$ cat config.mk
export PLATFORM = sky130hd
export DESIGN_NAME = fcf_mac
export DESIGN_NICKNAME = d
export VERILOG_FILES = /design/src/design/assert_macros.svh /design/src/design/fcf_pkg.sv /design/src/design/fcf_mac.sv
export SDC_FILE = /design/constraint.sdc
export NUM_CORES = 1
export LEC_CHECK = 0
export ABC_AREA = 0
export BUFFER_PORTS_ARGS = -buffer_cell sky130_fd_sc_hd__buf_2
export CORE_ASPECT_RATIO = 0.7
export CORE_MARGIN = 2
export CORE_UTILIZATION = 45
export DETAILED_ROUTE_END_ITERATION = 8
export HOLD_SLACK_MARGIN = 0.15
export PLACE_DENSITY = 0.6
export SYNTH_ARGS = -nofsm -noshare
export SYNTH_HDL_FRONTEND = slang
export SYNTH_SLANG_ARGS = --single-unit
$ cat constraint.sdc
create_clock -name i_clk -period 15.6 [get_ports i_clk]
set_input_delay 4.68 -clock i_clk [delete_from_list [all_inputs] [get_ports i_clk]]
set_output_delay 4.68 -clock i_clk [all_outputs]
set_load 0.05 [all_outputs]
$ cat src/design/assert_macros.svh
// -----------------------------------------------------------------------------
// assert_macros.svh
// Shared concurrent assertion macros, clocked on i_clk, off during reset.
// -----------------------------------------------------------------------------
`ifndef ASSERT_MACROS_SVH
`define ASSERT_MACROS_SVH

// Same-cycle implication.
`define ASSERT_IMPL(label, ante, cons) \
    label: assert property (@(posedge i_clk) disable iff (!i_rst_n) (ante) |-> (cons)) \
        else $error("assertion failed");

// Next-cycle implication.
`define ASSERT_NEXT(label, ante, cons) \
    label: assert property (@(posedge i_clk) disable iff (!i_rst_n) (ante) |=> (cons)) \
        else $error("assertion failed");

`endif

$ cat src/design/fcf_pkg.sv
// -----------------------------------------------------------------------------
// fcf_pkg
// Constants, types and codes shared by the FIR convolution filter files.
// -----------------------------------------------------------------------------
`default_nettype none

package fcf_pkg;

    localparam int MAX_TAPS    = 256;
    localparam int SAMPLE_BITS = 16;
    localparam int COEF_BITS   = 16;
    localparam int FRAC_BITS   = 14;
    localparam int MODE_BITS   = 2;
    localparam int INDEX_BITS  = 8;
    localparam int LEN_BITS    = 9;
    localparam int ADDR_W      = $clog2(MAX_TAPS);
    localparam int PROD_W      = SAMPLE_BITS + COEF_BITS;
    localparam int ACC_W       = PROD_W + ADDR_W;

    localparam logic signed [COEF_BITS-1:0] UNIT_TAP   = COEF_BITS'(1 << FRAC_BITS);
    localparam logic signed [ACC_W:0]       ROUND_HALF = (ACC_W+1)'(1 << (FRAC_BITS - 1));
    localparam logic signed [ACC_W:0]       SAT_HI     = (ACC_W+1)'(2**(SAMPLE_BITS-1) - 1);
    localparam logic signed [ACC_W:0]       SAT_LO     = ~SAT_HI;
    localparam logic [LEN_BITS-1:0]         LEN_RESET  = LEN_BITS'(1);
    localparam logic [LEN_BITS-1:0]         LEN_MAX    = LEN_BITS'(MAX_TAPS);

    typedef enum logic [MODE_BITS-1:0] {
        MODE_SAMPLE = 2'd0,
        MODE_TAP    = 2'd1,
        MODE_CLEAR  = 2'd2,
        MODE_NONE   = 2'd3
    } t_mode;

    typedef enum logic [1:0] {
        S_IDLE,
        S_MAC,
        S_ROUND,
        S_HOLD
    } t_state;

    // Controls from the sequencer to the datapath.
    typedef struct packed {
        logic clr;
        logic data_vld;
        logic round;
    } t_mac_ctrl;

endpackage

`default_nettype wire

$ cat src/design/fcf_mac.sv
// -----------------------------------------------------------------------------
// fcf_mac
// Multiply-accumulate datapath with round-half-up and saturation to a sample.
// -----------------------------------------------------------------------------
`default_nettype none

module fcf_mac (
    input  wire logic                                 i_clk,
    input  wire logic                                 i_rst_n,
    input  wire fcf_pkg::t_mac_ctrl                   i_ctrl,
    input  wire logic signed [fcf_pkg::COEF_BITS-1:0]   i_tap,
    input  wire logic signed [fcf_pkg::SAMPLE_BITS-1:0] i_hist,
    output logic                                      o_prod_vld,
    output logic signed [fcf_pkg::SAMPLE_BITS-1:0]      o_y
);

    logic signed [fcf_pkg::PROD_W-1:0]      r_prod;
    logic                                   r_prod_vld;
    logic signed [fcf_pkg::ACC_W-1:0]       r_acc;
    logic signed [fcf_pkg::SAMPLE_BITS-1:0] r_y;
    logic signed [fcf_pkg::ACC_W:0]         w_sum;
    logic signed [fcf_pkg::ACC_W:0]         w_shr;
    logic signed [fcf_pkg::SAMPLE_BITS-1:0] n_y;

    // Product stage
    always_ff @(posedge i_clk) begin
        if (!i_rst_n) begin
            r_prod_vld <= 1'b0;
        end else begin
            r_prod_vld <= i_ctrl.data_vld;
        end
        r_prod <= i_tap * i_hist;
    end

    // Accumulate stage
    always_ff @(posedge i_clk) begin
        if (i_ctrl.clr) begin
            r_acc <= '0;
        end else if (r_prod_vld) begin
            r_acc <= r_acc + fcf_pkg::ACC_W'(r_prod);
        end
    end

    // Round half up, then clamp to the sample range
    always_comb begin
        w_sum = fcf_pkg::ACC_W'(r_acc) + fcf_pkg::ROUND_HALF;
        w_shr = w_sum >>> fcf_pkg::FRAC_BITS;
        if (w_shr > fcf_pkg::SAT_HI) begin
            n_y = fcf_pkg::SAT_HI[fcf_pkg::SAMPLE_BITS-1:0];
        end else if (w_shr < fcf_pkg::SAT_LO) begin
            n_y = fcf_pkg::SAT_LO[fcf_pkg::SAMPLE_BITS-1:0];
        end else begin
            n_y = w_shr[fcf_pkg::SAMPLE_BITS-1:0];
        end
    end

    always_ff @(posedge i_clk) begin
        if (i_ctrl.round) begin
            r_y <= n_y;
        end
    end

    assign o_prod_vld = r_prod_vld;
    assign o_y        = r_y;

endmodule

`default_nettype wire

==> impl_metrics.json <==
{
  "critPathMaxFanout": 16,
  "avgSynthCellArea_sq_um": 8.96,
  "routed_wl_um": 32600,
  "grt_pass1_vias": 12000,
  "hold_path.class": "reg -> reg",
  "synth-seq-area-share": 0.129,
  "port_buffers": 53,
  "tightest_slew_ns": 0.987,
  "area_growth_pct": 5.94,
  "finClkSkew_ns": 0.0102,
  "place_inst": 2106,
  "timing.rr.end": "r_acc[38]",
  "ant_nets": 0,
  "crit_arrival_ns": 11.30,
  "diodes": 0,
  "startpoint_type": "primary input",
  "criticalPathCategory": "in -> reg",
  "viasPerCell": 5.11,
  "setup_viol": 0,
  "drc": 0,
  "cts_tree": "built",
  "timing.final.crit_share": 0.707,
  "coreArea_sq_um": 32600,
  "grt_max_degree": 48,
  "cts_sinks": 89,
  "outcome": "finished, final reports clean",
  "required_ns": 15.88,
  "r2r-start": "r_prod[0]",
  "start_util": 0.461,
  "hold_depth": 2,
  "ios": 54,
  "slew-limit-headroom": 0.339,
  "yosysUniqueCellTypes": 58,
  "maxCapViolations": 0,
  "fp-row-count": 55,
  "ys_async_sr_fraction": 0,
  "antenna_found_initial": 0,
  "grt-ovfl-total": 0,
  "synth_ff_type": "dfxtp_1",
  "drt-initial-drc-count": 509,
  "fmax_mhz": 90.7,
  "worstHoldStart": "r_acc[1]",
  "finalHoldViolations": 0,
  "synth_fp_nets": 2097,
  "fin_tns_setup_ns": 0,
  "period_minus_slack_ns": 11.02,
  "synth_enable_flop_cells": 16,
  "grt_setup_unrepaired": "false",
  "htree_levels": 3,
  "clk_latency_ns": 0.35,
  "clk_path_buf_depth": 2,
  "die_area_sq_um": 34900,
  "synth_seq_cells": 89,
  "cts_root_buffer": "clkbuf_16",
  "whs_endpoint": "r_acc[1]",
  "syn_area_sq_um": 15000,
  "rr_worst_depth": 15,
  "wire_per_inst_um": 15.4,
  "timing.hold.ws_ns": 0.502,
  "final-max-slew-violation-count": 0,
  "drive_above_1_share": 0.0501,
  "postCtsHoldBufs": 0,
  "clk_pin_slew_ns": 0.06,
  "ys.warnings.count": 0,
  "grt_pass1_wl_um": 58300,
  "end_kind": "flip-flop",
  "fin_nets": 2112,
  "numCtsBuffers": 9,
  "cts_resized": 0,
  "die_height_um": 157,
  "gp_congestion": 0.878,
  "rrSetupSlack_ns": 12.11,
  "grtUsageTotal": 0.207,
  "syn-instance-count": 1675,
  "dp_hpwl_um": 26800,
  "dr.pass1.iters": 5,
  "cts_setup_buffers": 0,
  "die_w_um": 222,
  "final_cells": 2122,
  "vias": 10800
}
==> flip-flops by register name, summed over array words and instances (netlist names) <==
register and flops:
r_prod 32, o_y 16, r_acc 40, o_prod_vld 1
==> layout by cell type (no fill, tap or decap), drive strengths merged, types with 10 or more instances in the layout <==
master  netlist  final
a21o         31     31
a21oi        61     61
o21bai       12     12
inv         351    354
mux2i        31     31
xor2         33     33
nor3         11     11
nand2       162    162
buf           3     54
xnor2        55     55
and3         15     15
ha          122    122
nand2b       21     21
o21ai        42     42
nand3        27     27
nor2         84     84
fa          263    263
and2        128    128
clkbuf       47     10
edfxtp       16     16
dfxtp        73     73
==> cells in the mapped netlist (3+ instances only) <==
| library cell | n | area (sq um) |
|---|---|---|
| edfxtp_1 | 16 | 480 |
| o21a_1 | 9 | 67.6 |
| a221o_1 | 4 | 40.0 |
| o21bai_1 | 12 | 90.1 |
| nand3_1 | 27 | 135 |
| nor2_1 | 84 | 315 |
| a211oi_1 | 8 | 60.1 |
| a31oi_1 | 8 | 50.1 |
| nor3b_1 | 3 | 22.5 |
| a21boi_0 | 7 | 52.6 |
| xnor2_1 | 55 | 482 |
| clkbuf_1 | 47 | 176 |
| nand2b_1 | 21 | 131 |
| xor2_1 | 33 | 289 |
| o21ai_1 | 3 | 15.0 |
| a21oi_1 | 59 | 295 |
| ha_1 | 122 | 1530 |
| buf_1 | 3 | 11.3 |
| nand4_1 | 4 | 25.0 |
| o22ai_1 | 7 | 43.8 |
| o211ai_1 | 3 | 22.5 |
| dfxtp_1 | 73 | 1460 |
| and3_1 | 14 | 87.6 |
| nor2b_1 | 6 | 37.5 |
| mux2i_1 | 31 | 310 |
| nor3_1 | 10 | 50.1 |
| nand2_1 | 162 | 608 |
| fa_1 | 263 | 5270 |
| and2_1 | 128 | 801 |
| inv_1 | 351 | 1320 |
| a21o_1 | 30 | 225 |
| o21ai_0 | 39 | 195 |
==> routing by layer <==
metal,wire length (um),global-route usage
met1,15200,0.278
met2,15400,0.353
met3,1520,0.0392
met4,471,0.0389
met5,0,0
==> cell type report <==
type	instances	area, sq um
inverter	351	1320
sequential	89	1940
fill	3160	16600
clock buffer	10	229
multi-input combinational	1185	11600
tap	427	534
timing repair buffer	54	273
clock inverter	6	42.5
==> worst max-delay path, cell delays in order <==
cell and delay [ns]:
buf_2 0.20, and2_1 0.20, fa_1 0.53, inv_1 0.05, fa_1 0.54, inv_1 0.06, fa_1 0.49, inv_1 0.05
fa_1 0.48, inv_1 0.06, fa_1 0.53, inv_1 0.05, fa_1 0.53, inv_1 0.04, ha_1 0.34, a21o_1 0.19
a21o_1 0.17, a21oi_1 0.16, o21ai_1 0.13, o31ai_2 0.34, o211ai_1 0.27, a221oi_2 0.46, o311ai_1 0.22, a21o_1 0.21
a21oi_1 0.17, xnor2_1 0.13
==> metrics by stage <==
stage | cell area [sq um] | setup WS [ns] | util
after floorplan | 15000 | 4.86 | -
after global placement | 15600 | 4.36 | 0.480
after detailed placement | 15600 | 4.24 | 0.480
after CTS | 15900 | 4.59 | 0.489
after global routing | 15900 | 4.15 | 0.489
final | 15900 | 4.58 | 0.489
==> cells by family after synthesis <==
logic type / after synthesis / share of synthesized area
XOR/XNOR: 88 / 0.0514
AND/OR/NAND/NOR: 470 / 0.153
adder cells (fa/ha/maj): 385 / 0.452
buffers and inverters: 401 / 0.100
multiplexers: 31 / 0.0207
flip-flops: 89 / 0.129
AO/OA/AOI/OAI: 211 / 0.0926
==> worst max path at each step <==
stage,slack (ns),to,from
floorplan,4.86,r_prod[30],i_tap[5]
detailed placement,4.24,r_prod[30],i_tap[5]
global route,4.15,r_prod[30],i_tap[5]
finish,4.58,r_prod[30],i_tap[5]
global placement,4.36,r_prod[30],i_tap[5]
CTS,4.59,r_prod[30],i_tap[5]
Power is left out: the tool's default activity adds up to more than one toggle a clock period on the data nets, which glitch-free logic cannot reach.
